### src/rtl/phr_div.sv
// Pipelined restoring divider, one quotient bit per stage, MSB first.
module phr_div #(
	parameter int DW = 25,
	parameter int VW = 9
) (
	input  logic          clk,
	input  logic          en,
	input  logic [DW-1:0] num,
	input  logic [VW-1:0] den,
	output logic [DW-1:0] quo
);

	logic [VW-1:0] rem_s [DW+1];
	logic [DW-1:0] num_s [DW+1];
	logic [DW-1:0] quo_s [DW+1];
	logic [VW-1:0] den_s [DW+1];

	assign rem_s[0] = '0;
	assign num_s[0] = num;
	assign quo_s[0] = '0;
	assign den_s[0] = den;

	for (genvar i = 0; i < DW; i++) begin : g_stage
		logic [VW:0] trial;
		logic        fits;

		always_comb begin
			trial = {rem_s[i], num_s[i][DW-1-i]};
			fits  = (trial >= {1'b0, den_s[i]});
		end

		always_ff @(posedge clk) begin
			if (en) begin
				rem_s[i+1] <= fits ? VW'(trial - {1'b0, den_s[i]}) : VW'(trial);
				quo_s[i+1] <= {quo_s[i][DW-2:0], fits};
				num_s[i+1] <= num_s[i];
				den_s[i+1] <= den_s[i];
			end
		end
	end

	assign quo = quo_s[DW];

endmodule

### config.mk
export PLATFORM = sky130hd
export DESIGN_NAME = phr_div
export DESIGN_NICKNAME = d
export VERILOG_FILES = /design/src/rtl/phr_div.sv
export SDC_FILE = /design/constraint.sdc
export NUM_CORES = 1
export LEC_CHECK = 0
export BUFFER_PORTS_ARGS = -buffer_cell sky130_fd_sc_hd__buf_2
export CAP_MARGIN = 20
export CORE_MARGIN = 10
export CORE_UTILIZATION = 35
export CTS_CLUSTER_SIZE = 25
export DETAILED_ROUTE_END_ITERATION = 10
export HOLD_SLACK_MARGIN = 0.08
export PLACE_DENSITY = 0.6
export SLEW_MARGIN = 5
export SYNTH_ARGS = -nofsm -noshare
export SYNTH_HDL_FRONTEND = slang
export SYNTH_SLANG_ARGS = --single-unit
### constraint.sdc
create_clock -name clk -period 3.61 [get_ports clk]
set_clock_uncertainty 0.2 [all_clocks]
set_input_delay 0.1805 -clock clk [delete_from_list [all_inputs] [get_ports clk]]
set_output_delay 0.1805 -clock clk [all_outputs]
set_load 0.01 [all_outputs]
After elaboration in Yosys (flattened, before gate mapping)
Index checks and enable logic that the tools add are counted.
Widths: inputs -> output; s select.

word-level totals
  flip-flop bits (word level) = 1057
  input bits = 36
  logic and storage cells = 171

operators by class
  add/subtract/negate cells = 24
  order comparisons = 25
  mux-type cells = 24

operators with widths
  operator     count
  $ge 10x9->1  24
  $mux 9       23
  $sub 9x9->9  23
  $ge 1x9->1   1
  $sub 1x9->9  1
  $mux 1       1

Longest topological paths before layout
  word-level depth = 2
  gate-level depth with buffers = 10
  depth with buffers taken out = 10

Worst setup path before layout
Ideal clock, no wire load.

  path kind = register -> register
  start point = register num_s (netlist bit g_stage[16].trial[0])
  end point = register rem_s (netlist bit g_stage[17].trial[2]) (data pin)
  setup time = 0.260 ns
  arrival = 2.309 ns
  required time = 3.150 ns
  slack = 0.841 ns
  cell stages (with the launch flop) = 11
  cell sequence = edfxtp_1 > inv_1 > ha_1 > inv_1 > fa_1 > a21o_1 > a221oi_2 > a21oi_2 > or2_1 > buf_6 > mux2_4

on the way
  word-level cells in the longest chain between the ends = 2

RTL lines
  element                            line  RTL
  from (decl)                        14    logic [DW-1:0] num_s [DW+1];
  from (signal, indexed assignment)  36    num_s[i+1] <= num_s[i];
  $ge 10x9->1                        29    fits = (trial >= {1'b0, den_s[i]});
  net g_stage[16].fits               25    logic fits;
  $mux 9                             34    rem_s[i+1] <= fits ? VW'(trial - {1'b0, den_s[i]}) : VW'(trial);
  to (signal, indexed assignment)    34
  to (decl)                          13    logic [VW-1:0] rem_s [DW+1];

The timed path passes the listed nets, and every way through them passes these cells.
A chain may end at the register's enable or synchronous reset.

Final worst setup path
  start point = register num_s (netlist bit g_stage[4].trial[0])
  end point = register rem_s (netlist bit g_stage[5].trial[2]) (data pin)

on the way
  word-level cells in the longest chain between the ends = 2

RTL lines
  element                                     line
  $sub 9x9->9 or $ge 10x9->1 (tied branches)  34, 29
  $mux 9 (*)                                  34

Mark *: on every way between the ends. The rest lies on a longest branch, timed or not.

==> flow_summary_export.csv <==
group,metric,value,unit
sta,fmax,313,MHz
synthesis,ys.warnings.count,0,
routing,wl,69300,um
clocking,clkSinkCount,1057,
sta,post-route-period-util,0.886,
floorplanning,pin_count,61,
worst_hold_path,hp-start,"num_s[486]",
synthesis,synth_xor_area_frac,0.0226,
global_route,grt_max_degree,119,
worst_hold_path,whs_endpoint,"num_s[461]",
routing,via_per_inst,4.66,
cells_and_area,fin_util,0.408,
routing,drt_iter0_drc,1260,
setup_path,cp-start-kind,"flip-flop",
sta,setup_violations,0,
cells_and_area,area_growth,15.9,%
placement,place_area,46800,um2
clocking,cts_tree,"built",
sta,fin_crit,3200,ps
clocking,post_cts_buffers,0,
routing,dr.pass1.iters,5,
power_and_ir_drop,powerDensity,761,nW/um2
cells_and_area,antenna_cells,0,
floorplanning,core_area,126000,um2
placement,place_congestion,0.813,
global_route,overflow,0,
clocking,hold_buffers,68,
setup_path,crit_type,"flip-flop to flip-flop",
setup_path,path_max_fanout,9,
setup_path,reg2reg_depth,9,
routing,vias,22100,
clocking,cts.htree.levels,3,
floorplanning,dieArea,141000,um2
floorplanning,die_h,376,um
setup_path,r2r-end,"g_stage[5].trial[2]",
setup_path,crit_required,3890,ps
synthesis,synthMuxAreaShare,0.0391,
placement,hpwl,45200,um
synthesis,synth_compound_area_frac,0.0722,
setup_path,cp_data_arrival_time,3480,ps
synthesis,ys_seq_area_frac,0.717,
synthesis,syn-cell-area,44300,um2
floorplanning,fp-row-count,130,
sta,rsz0062_at_grt,"false",
sta,final_max_slew_viol_count,0,
floorplanning,die_x,376,um
clocking,cts_max_path_buffers,3,
clocking,root_buffer,"clkbuf_16",
cells_and_area,fin_area,51300,um2
run_status,status,"finished clean",
global_route,grt_pass1_wl,114000,um
synthesis,synth_fp_nets,3035,
power_and_ir_drop,vdd_drop_max,0.413,mV
setup_path,timing.rr.start,"g_stage[4].trial[0]",
clocking,ctsResizeCount,0,
worst_hold_path,holdPathStages,0,
cells_and_area,final_nets,3277,
synthesis,synth_largest_area_cell,"edfxtp_1",
placement,portBuffers,60,
synthesis,synthTopCellsByCount,"edfxtp_1 (1057), inv_1 (292), ha_1 (218)",
cells_and_area,filler_cell_count,11500,
synthesis,synth_top_family_by_area,"compound AO/OA/AOI/OAI gates",
setup_path,regToRegSetupSlack,410,ps
synthesis,synthArstFlopShare,0,
global_route,antenna_found_initial,0,
synthesis,synthTopCellsByArea,"edfxtp_1 (72%), ha_1 (6.2%), inv_1 (2.5%)",
worst_hold_path,min_path_type,"flip-flop to flip-flop",
synthesis,synth-simple-area-share,0.0450,
power_and_ir_drop,p_leak,19.3,nW
routing,drcViolationCount,0,
synthesis,ys_ff_latch,1057,
clocking,clock_latency,730,ps
sta,slew_headroom,0.524,
sta,tns,0,ps
clocking,cts_buffers,114,
flow_run,max_cap_viol_count,0,
floorplanning,start_util,0.353,
routing,ant_nets,0,
synthesis,syn_avg_cell_area,16.1,um2
sta,worstMarginPinSlew,710,ps
global_route,track_usage,0.0975,
clocking,clkTransAtPathRegs,60,ps
synthesis,synthAdderAreaFrac,0.0720,
synthesis,synth_top_area_frac,0.717,
global_route,grt_pass1_vias,22800,
synthesis,synth.most_common_cell,"edfxtp_1",
synthesis,syn_inst,2758,
routing,post_drt_wl_per_cell,14.6,um
sta,hold_viol_final,0,
synthesis,synth-main-ff-cell,"edfxtp_1",
synthesis,synth-edff-count,1057,
setup_path,endpoint_kind,"flip-flop",
cells_and_area,drive_above_1_share,0.138,
synthesis,synth_cell_types,69,
==> worst max path at each step <==
stage / endpoint / depth (start not counted) / startpoint / slack [ps]
6_report: g_stage[5].trial[2] / 9 / g_stage[4].trial[0] / 410
3_5_place_dp: g_stage[5].trial[2] / 9 / g_stage[4].trial[0] / 480
4_1_cts: g_stage[5].trial[4] / 9 / g_stage[4].trial[0] / 450
3_3_place_gp: g_stage[4].trial[5] / 9 / g_stage[3].trial[0] / 530
5_1_grt: g_stage[4].trial[7] / 9 / g_stage[3].trial[0] / 260
2_1_floorplan: g_stage[17].trial[2] / 10 / g_stage[16].trial[0] / 840
==> flip-flops by register name, summed over array words and instances, names as in the netlist <==
register / cells
den_s: 216
quo: 25
quo_s: 300
g_stage.trial: 240
num_s: 276
==> layout by cell type (no fill, tap or decap), types with 72 or more instances in the layout <==
cell type and n:
clkbuf_16 115, o21ai_0 80, nand3_1 72, edfxtp_1 1057
xnor2_1 77, a21o_1 72, inv_1 292, mux2_2 97
a21oi_1 137, nor2_1 89, ha_1 218
==> kinds of logic after synthesis <==
kind of cell / Yosys count
flops: 1057
compound gates: 469
simple gates: 388
buf+inv: 339
fa+ha+maj: 241
mux: 150
xor+xnor: 114
==> area by class of cell <==
cell class,instances,area [um2],share of cell area
inverter,299,1120,0.0219
clock inverter,82,881,0.0172
multi-input combinational,1362,11100,0.217
clock buffer,129,2930,0.0571
tap,1650,2060,0.0403
sequential,1057,31700,0.619
timing repair buffer,166,1440,0.0281
==> worst max-delay path, stage by stage (launching register included) <==
cell and delay [ps]:
edfxtp_1 390, inv_1 70, ha_1 130, inv_1 70, fa_1 410, a21o_1 200, a221oi_2 480, a21o_1 250
and2_1 380, mux2_2 380
==> per-stage QoR <==
stage	hold slack, ps	setup WS (ps)	instances	power, mW
2_1_floorplan	79.4	841	2758	25.2
3_3_place_gp	157	528	4466	27.3
3_5_place_dp	159	480	4466	27.6
4_1_cts	108	450	4745	39.6
5_1_grt	166	260	4745	41.5
6_report	174	411	4745	39.0
==> routing by layer <==
metal,vias to the layer above,wire length [um],global-route usage,part of all wire
met5,-,0,0,0
met3,159,2880,0.0253,0.042
met1,10700,30800,0.118,0.44
met2,326,33200,0.164,0.48
met4,0,2380,0.0394,0.034
li1,11000,-,-,-
==> where the power goes <==
group | internal [mW] | switching [mW] | total [mW] | leakage, nW
Combinational | 5.01 | 5.32 | 10.3 | 7.16
Sequential | 16.2 | 0.912 | 17.1 | 10.3
Clock | 6.85 | 4.80 | 11.6 | 1.84
Power figures use the tool's default switching activity.
