File: src/rtl/phr_pkg.sv
package phr_pkg;

	// Channel and register widths
	localparam int CH_W  = 8;
	localparam int HUE_W = 15;
	localparam int SUM_W = 9;

	// Default number of fraction bits of the fixed-point datapath
	localparam int FRAC_BITS_DEF = 16;

	// Full turn in 1/64 degree
	localparam logic [HUE_W-1:0] HUE_FULL = 15'd23040;

	// Lightness divisor: sum of max and min over 2 * 255
	localparam logic [SUM_W-1:0] LIGHT_DIV = 9'd510;

	localparam logic [SUM_W-1:0] SUM_HALF = 9'd255;

	localparam logic [CH_W-1:0] CH_MAX = 8'd255;

endpackage

File: src/rtl/phr_chan.sv
// Back conversion of one channel: region select, ramp multiply, offset, byte scale.
module phr_chan #(
	parameter int FRAC_BITS = phr_pkg::FRAC_BITS_DEF
) (
	input  logic                           clk,
	input  logic                           en,
	input  logic [FRAC_BITS:0]             t,
	input  logic signed [FRAC_BITS+2:0]    p,
	input  logic [FRAC_BITS+1:0]           q,
	output logic [phr_pkg::CH_W-1:0]       byte_s4
);

	localparam int F = FRAC_BITS;
	localparam logic [F+3:0] ONE        = (F+4)'(1) << F;
	localparam logic [F+3:0] TWO_THIRDS = ((F+4)'(2) << F) / 3;

	typedef enum logic [1:0] {MODE_RAMP, MODE_Q, MODE_P} chan_mode_t;

	logic [F+3:0]         t_w, t6, t2, t3, w, m;
	logic signed [F+3:0]  dq;
	logic [F+2:0]         d;
	chan_mode_t           mode;

	always_comb begin
		t_w = (F+4)'(t);
		t6  = t_w * (F+4)'(6);
		t2  = t_w << 1;
		t3  = t_w * (F+4)'(3);
		w   = (t_w <= TWO_THIRDS) ? (TWO_THIRDS - t_w) : '0;
		dq  = $signed({2'b00, q}) - (F+4)'(p);
		d   = dq[F+3] ? '0 : dq[F+2:0];
		if (t6 < ONE) begin
			mode = MODE_RAMP;
			m    = t6;
		end else if (t2 < ONE) begin
			mode = MODE_Q;
			m    = '0;
		end else if (t3 < (ONE << 1)) begin
			mode = MODE_RAMP;
			m    = w * (F+4)'(6);
		end else begin
			mode = MODE_P;
			m    = '0;
		end
	end

	chan_mode_t                mode_s1, mode_s2;
	logic [F+3:0]              m_s1;
	logic [F+2:0]              d_s1;
	logic signed [F+2:0]       p_s1, p_s2;
	logic [F+1:0]              q_s1, q_s2;
	logic [F+2:0]              ramp_s2;
	logic [2*F+6:0]            prod;
	logic signed [F+3:0]       v_s3;
	logic signed [F+11:0]      scaled;
	logic [11:0]               hi;
	logic [phr_pkg::CH_W-1:0]  byte_c;

	always_comb begin
		prod   = (2*F+7)'(d_s1) * (2*F+7)'(m_s1);
		scaled = ($signed((F+12)'(v_s3)) <<< 8) - (F+12)'(v_s3);
		hi     = scaled[F+11:F];
		if (scaled < 0) begin
			byte_c = '0;
		end else if (hi > 12'(phr_pkg::CH_MAX)) begin
			byte_c = phr_pkg::CH_MAX;
		end else begin
			byte_c = hi[phr_pkg::CH_W-1:0];
		end
	end

	always_ff @(posedge clk) begin
		if (en) begin
			mode_s1 <= mode;
			m_s1    <= m;
			d_s1    <= d;
			p_s1    <= p;
			q_s1    <= q;

			mode_s2 <= mode_s1;
			ramp_s2 <= prod[2*F+2:F];
			p_s2    <= p_s1;
			q_s2    <= q_s1;

			case (mode_s2)
				MODE_RAMP: v_s3 <= (F+4)'(p_s2) + $signed({1'b0, ramp_s2});
				MODE_Q:    v_s3 <= $signed({2'b00, q_s2});
				default:   v_s3 <= (F+4)'(p_s2);
			endcase

			byte_s4 <= byte_c;
		end
	end

endmodule

File: config.mk
export PLATFORM = sky130hd
export DESIGN_NAME = phr_chan
export DESIGN_NICKNAME = d
export VERILOG_FILES = /design/src/rtl/phr_pkg.sv /design/src/rtl/phr_chan.sv
export SDC_FILE = /design/constraint.sdc
export NUM_CORES = 1
export LEC_CHECK = 0
export BUFFER_PORTS_ARGS = -buffer_cell sky130_fd_sc_hd__clkbuf_2
export CAP_MARGIN = 20
export CORE_AREA = 2 2 250 252
export CTS_BUF_LIST = sky130_fd_sc_hd__clkbuf_4 sky130_fd_sc_hd__clkbuf_8
export DETAILED_ROUTE_END_ITERATION = 8
export DIE_AREA = 0 0 252 254
export GPL_TIMING_DRIVEN = 0
export PLACE_DENSITY_LB_ADDON = 0.05
export SLEW_MARGIN = 20
export SYNTH_ARGS = -nofsm -noshare
export SYNTH_HDL_FRONTEND = slang
export SYNTH_SLANG_ARGS = --single-unit
File: constraint.sdc
create_clock -name clk -period 6.7 [get_ports clk]
set_clock_uncertainty 0.05 [all_clocks]
set_input_delay 1.34 -clock clk [delete_from_list [all_inputs] [get_ports clk]]
set_output_delay 1.34 -clock clk [all_outputs]
set_load 0.05 [all_outputs]
Word level (Yosys, flattened, before mapping) --
Index checks and enable logic that the tools add are counted.
Word-level totals: register bits 164, memory bits (read-only) 0, RAM bits 0, bits in latches 0, bits of input ports 56, memories 0, logic and storage cells 38
Operators by class: multiplexer cells 8, bitwise gates (word level) 0, reduce and logical (&&, ||, !) cells 2, add/subtract/negate cells 4, divide/modulo/power cells 0, magnitude comparators 6, $mul 4, equal/unequal tests 1, shifts and indexed selects 0
Operator list (number):
- 2-to-1 mux 20 bit | 4
- case mux 20 bit (2 select lines) | 1
- multiplier 17 x 2 -> 19 bit, second input constant | 2
- multiplier 19 x 20 -> 35 bit | 1
- < comparator 28 x 1 -> 1 bit, second input constant | 1
- subtractor 28 x 20 -> 28 bit | 1
- adder 19 x 20 -> 20 bit | 1
- < comparator 20 x 17 -> 1 bit, second input constant | 1
- multiplier 20 x 2 -> 19 bit, second input constant | 1
- subtractor 19 x 19 -> 20 bit | 1
- < comparator 19 x 18 -> 1 bit, second input constant | 1
- < comparator 18 x 17 -> 1 bit, second input constant | 1
- subtractor 16 x 17 -> 18 bit, first input constant | 1
- <= comparator 17 x 16 -> 1 bit, second input constant | 1
- > comparator 12 x 8 -> 1 bit, second input constant | 1
- 2-to-1 mux 8 bit | 1
- equality test 2 x 1 -> 1 bit, second input constant | 1
- zero test 2 bit | 1
- 2-to-1 mux 2 bit | 1
- OR reduction 2 bit | 1
- 2-to-1 mux 1 bit | 1

Longest topological paths before layout --
depth after elaboration 6, depth in mapped cells 24, gate-level depth less buffers 23

Least setup slack after synthesis --
Ideal clock, no wire load.
path type reg-to-reg, from register m_s1[16], to register ramp_s2[18] (data pin), path buffers 2, cell stages (with the launch flop) 24, slack 0.295 ns, setup time 0.260 ns, data required time 6.390 ns, data arrival time 6.095 ns, period minus slack after synthesis 6.405 ns, path through edfxtp_1 clkbuf_1 clkbuf_1 nand2_1 fa_1 inv_1 fa_1 inv_1 fa_1 inv_1 fa_1 fa_1 inv_1 fa_1 inv_1 ha_1 a21o_1 a21o_1 or4_1 o21a_1 a41oi_1 a21oi_1 a21oi_1 xnor2_1
Between the ends: longest elaborated chain between the ends 1
RTL lines:
- from (decl) | line phr_chan.sv:48 | logic [F+3:0] m_s1;
- from (signal assigned) | line phr_chan.sv:75 | m_s1 <= m;
- multiplier 19 x 20 -> 35 bit | line phr_chan.sv:60 | prod = (2*F+7)'(d_s1) * (2*F+7)'(m_s1);
- via prod[34] | line phr_chan.sv:53 | logic [2*F+6:0] prod;
- to (signal assigned) | line phr_chan.sv:81 | ramp_s2 <= prod[2*F+2:F];
- to (decl) | line phr_chan.sv:52 | logic [F+2:0] ramp_s2;
The timed path passes the listed nets, and every way through them passes these cells. A chain may end at the register's enable or synchronous reset.

Worst setup path after layout --
from register d_s1[8], to register ramp_s2[18] (data pin)
Between the ends: longest elaborated chain between the ends 1
RTL lines:
- from (decl) | line phr_chan.sv:49 | logic [F+2:0] d_s1;
- from (signal assigned) | line phr_chan.sv:76 | d_s1 <= d;
- multiplier 19 x 20 -> 35 bit | line phr_chan.sv:60
- via prod[34] | line phr_chan.sv:53
The timed path passes the listed nets, and every way through them passes these cells.

==> summary.json <==
{
  "finalHoldViolations": 0,
  "grt_pass1_wl_um": 97900,
  "yosys_most_used_dff": "sky130_fd_sc_hd__edfxtp_1",
  "drive_above_1_share_pct": 12.4,
  "rows": 91,
  "coreArea_sq_mm": 0.0613,
  "ys_seq_elements": 163,
  "synth_enable_flop_cells": 163,
  "synth_area_sq_mm": 0.0213,
  "num_cts_buffers": 17,
  "dp.final_hpwl_um": 48100,
  "h-tree-depth": 4,
  "number_of_global_route_vias_before_repair": 16400,
  "worst_r2r_startpoint": "d_s1[8]",
  "post_drt_via_cell_ratio": 4.88,
  "post-route-min-period_ns": 6.54,
  "floorplan.initialDensity_pct": 34.7,
  "gr-total-overflow": 0,
  "timing.final.crit_share_pct": 97.5,
  "via_count": 15400,
  "area_growth_syn_to_layout_pct": 14.2,
  "hp_class": "flip-flop to flip-flop",
  "synth_seq_area_share_pct": 23.0,
  "outcome": "completed",
  "die_area_sq_mm": 0.0640,
  "min_from": "q_s1[17]",
  "nNetsFinal": 2916,
  "cts_tree": "built",
  "detail_route.wl_per_cell_um": 20.1,
  "final_design_area_no_fill_sq_mm": 0.0243,
  "drt_pass1_iterations": 5,
  "crit_path_end_kind": "flip-flop",
  "buffer_ports.inserted": 63,
  "placed_cell_area_sq_mm": 0.0226,
  "crit_chain": "buf_6, buf_8, and2_1, fa_1, inv_1, fa_1, fa_1, inv_1, fa_2, fa_1, inv_1, fa_1, inv_1, ha_4, and4_1, a21oi_2, o21ai_1, or4_4, o21a_4, a41oi_4, a21oi_2, a21oi_2, xnor2_1",
  "post_synth_inst_count": 2194,
  "worst_ep_required_time_ns": 6.94,
  "cpPeakStageDelay_ns": 0.52,
  "avgSynthCellArea_sq_um": 9.69,
  "cp-startpoint": "d_s1[8]",
  "syn_nets": 2749,
  "fillers": 6199,
  "achievable-frequency_ghz": 0.153,
  "cp_data_arrival_time_ns": 6.78,
  "dieWidth_um": 252,
  "dieHeight_um": 254,
  "cpMostUsedCell": "sky130_fd_sc_hd__fa_1",
  "routabilityCongestion": 0.841,
  "unrepaired_setup_endpoints_after_global_routing": "yes",
  "synth.distinct_cells": 74,
  "synthArstFlopShare_pct": 0,
  "tightestPinTransition_ns": 0.810,
  "detail_route.wirelength_um": 63500,
  "critical_path.max_fanout": 7,
  "relSlewSlack_pct": 45.5,
  "crit_path_top_delay_cell": "sky130_fd_sc_hd__edfxtp_1",
  "clk_pin_slew_ns": 0.13,
  "setup.worst_path.start_class": "flip-flop",
  "clock_tree.root_cell": "sky130_fd_sc_hd__clkbuf_8",
  "type_of_the_worst_setup_path": "flip-flop to flip-flop",
  "multi_input_comb_area_sq_mm": 0.0147,
  "grt_util_all_layers_pct": 20.6,
  "worst_skew_pair.late_latency_ns": 0.57,
  "grt_antenna_before_repair": 1,
  "layout.area.seq_sq_mm": 0.00489,
  "tritoncts_num_sinks": 163,
  "cts_max_path_buffers": 2,
  "remaining_drc_errors": 0,
  "yosys_warnings": 0,
  "max-cap-violations": 0,
  "pin_count": 64,
  "route.antenna.remaining_nets": 0,
  "drv_slew": 0,
  "finalSetupViolCount": 0,
  "grt_start_max_net_pins": 80,
  "antenna_cells_inserted": 0,
  "drtIter0Drc": 917
}
==> routing by layer <==
metal	part of all wire, %	track usage [%]	vias to the layer above	routed length [um]
li1	-	-	7359	-
met1	45	26.9	7701	28500
met2	48	35.6	306	30800
met3	3.4	2.40	77	2160
met4	3.3	6.49	2	2070
met5	0.014	0	-	9
==> per-stage QoR <==
stage          worst slack, ns  hold WS [ns]  utilization (%)  cells  setup TNS, ns
2_1_floorplan            0.295         0.350                -   2194              0
3_3_place_gp             -1.08         0.350             36.8   3047         -10.40
3_5_place_dp             -1.07         0.355             36.9   3049         -10.06
4_1_cts                 0.0160         0.373             38.9   3146              0
5_1_grt                -0.0605         0.375             39.6   3164         -0.125
6_report                 0.165         0.368             39.6   3164              0
==> registers in the layout, summed over array words and instances (netlist names) <==
signal and cells:
d_s1 19, q_s2 18, q_s1 18, ramp_s2 19, m_s1 19, mode_s2 2
p_s2 19, byte_s4 8, p_s1 19, mode_s1 2, v_s3 20
==> logic make-up after synthesis <==
kind of cell               count (synthesis)  share of synthesized area (%)
muxes                                      7                          0.347
DFF                                      163                           23.0
and+or+nand+nor                          622                           14.6
xor gates and xnor gates                  94                           3.87
adders and majority gates                499                           39.5
buffers and inverters                    501                           8.94
AOI/OAI and AO/OA                        308                           9.71
==> worst max-delay path: cells and delay by family (launching register included) <==
family	cells	cell delay, ns
adder cells (fa/ha/maj)	7	3.17
AO/OA/AOI/OAI	6	1.06
flip-flops	1	0.52
buffers and inverters	6	0.55
AND/OR/NAND/NOR	3	0.80
XOR/XNOR	1	0.08
==> final cells by class <==
| type | count | area share [%] |
|---|---|---|
| Clock buffer | 18 | 0.995 |
| Multi-Input combinational cell | 1530 | 60.7 |
| Sequential cell | 163 | 20.2 |
| Buffer | 53 | 1.71 |
| Tap cell | 790 | 4.07 |
| Inverter | 441 | 6.82 |
| Clock inverter | 14 | 0.696 |
| Timing Repair Buffer | 155 | 4.81 |
==> synthesized netlist by cell type, types with 14 or more instances <==
cell type	n	area, sq um
sky130_fd_sc_hd__edfxtp_1	163	4890
sky130_fd_sc_hd__o22ai_1	14	87.6
sky130_fd_sc_hd__inv_1	441	1660
sky130_fd_sc_hd__o21bai_1	15	113
sky130_fd_sc_hd__a21o_1	25	188
sky130_fd_sc_hd__o21a_1	30	225
sky130_fd_sc_hd__xor2_1	33	289
sky130_fd_sc_hd__clkbuf_1	56	210
sky130_fd_sc_hd__o21ai_0	58	290
sky130_fd_sc_hd__fa_1	286	5730
sky130_fd_sc_hd__nor2b_1	16	100
sky130_fd_sc_hd__nand3_1	19	95.1
sky130_fd_sc_hd__a21oi_1	79	395
sky130_fd_sc_hd__ha_1	213	2670
sky130_fd_sc_hd__nor2_1	84	315
sky130_fd_sc_hd__nor3_1	31	155
sky130_fd_sc_hd__nand2_1	222	833
sky130_fd_sc_hd__xnor2_1	61	534
sky130_fd_sc_hd__and2_1	193	1210
==> placed cells by master, fill, tap and decap left out, drive strengths merged, types with 15 or more instances in the layout <==
cell type	n
nor2b	16
nor3	31
ha	213
a21oi	81
o21ai	58
xnor2	61
nor2	84
clkbuf	112
buf	114
nand2	222
nand3	19
fa	286
xor2	33
o21a	30
and2	193
o21bai	15
edfxtp	163
a21o	26
inv	447
==> final timing paths <==
path | to | slack (ns) | cells after the start
hold reg to reg | q_s2[17] | 0.37 | 0
setup / recovery | ramp_s2[18] | 0.16 | 23
setup reg to reg | ramp_s2[18] | 0.16 | 23
hold / removal | q_s2[17] | 0.37 | 0
==> repair_timing <==
| item | 4_1_cts | 5_1_grt |
|---|---|---|
| gates cloned | 0 | 1 |
| pin swaps | 7 | 39 |
| endpoints found under the setup margin | 16 | 12 |
| resized for setup | 89 | 75 |
| hold buffers | 0 | 0 |
| setup buffers | 72 | 17 |
Power is not shown: default switching activity piles up to over one toggle a cycle in this logic, so the estimate is an artifact.
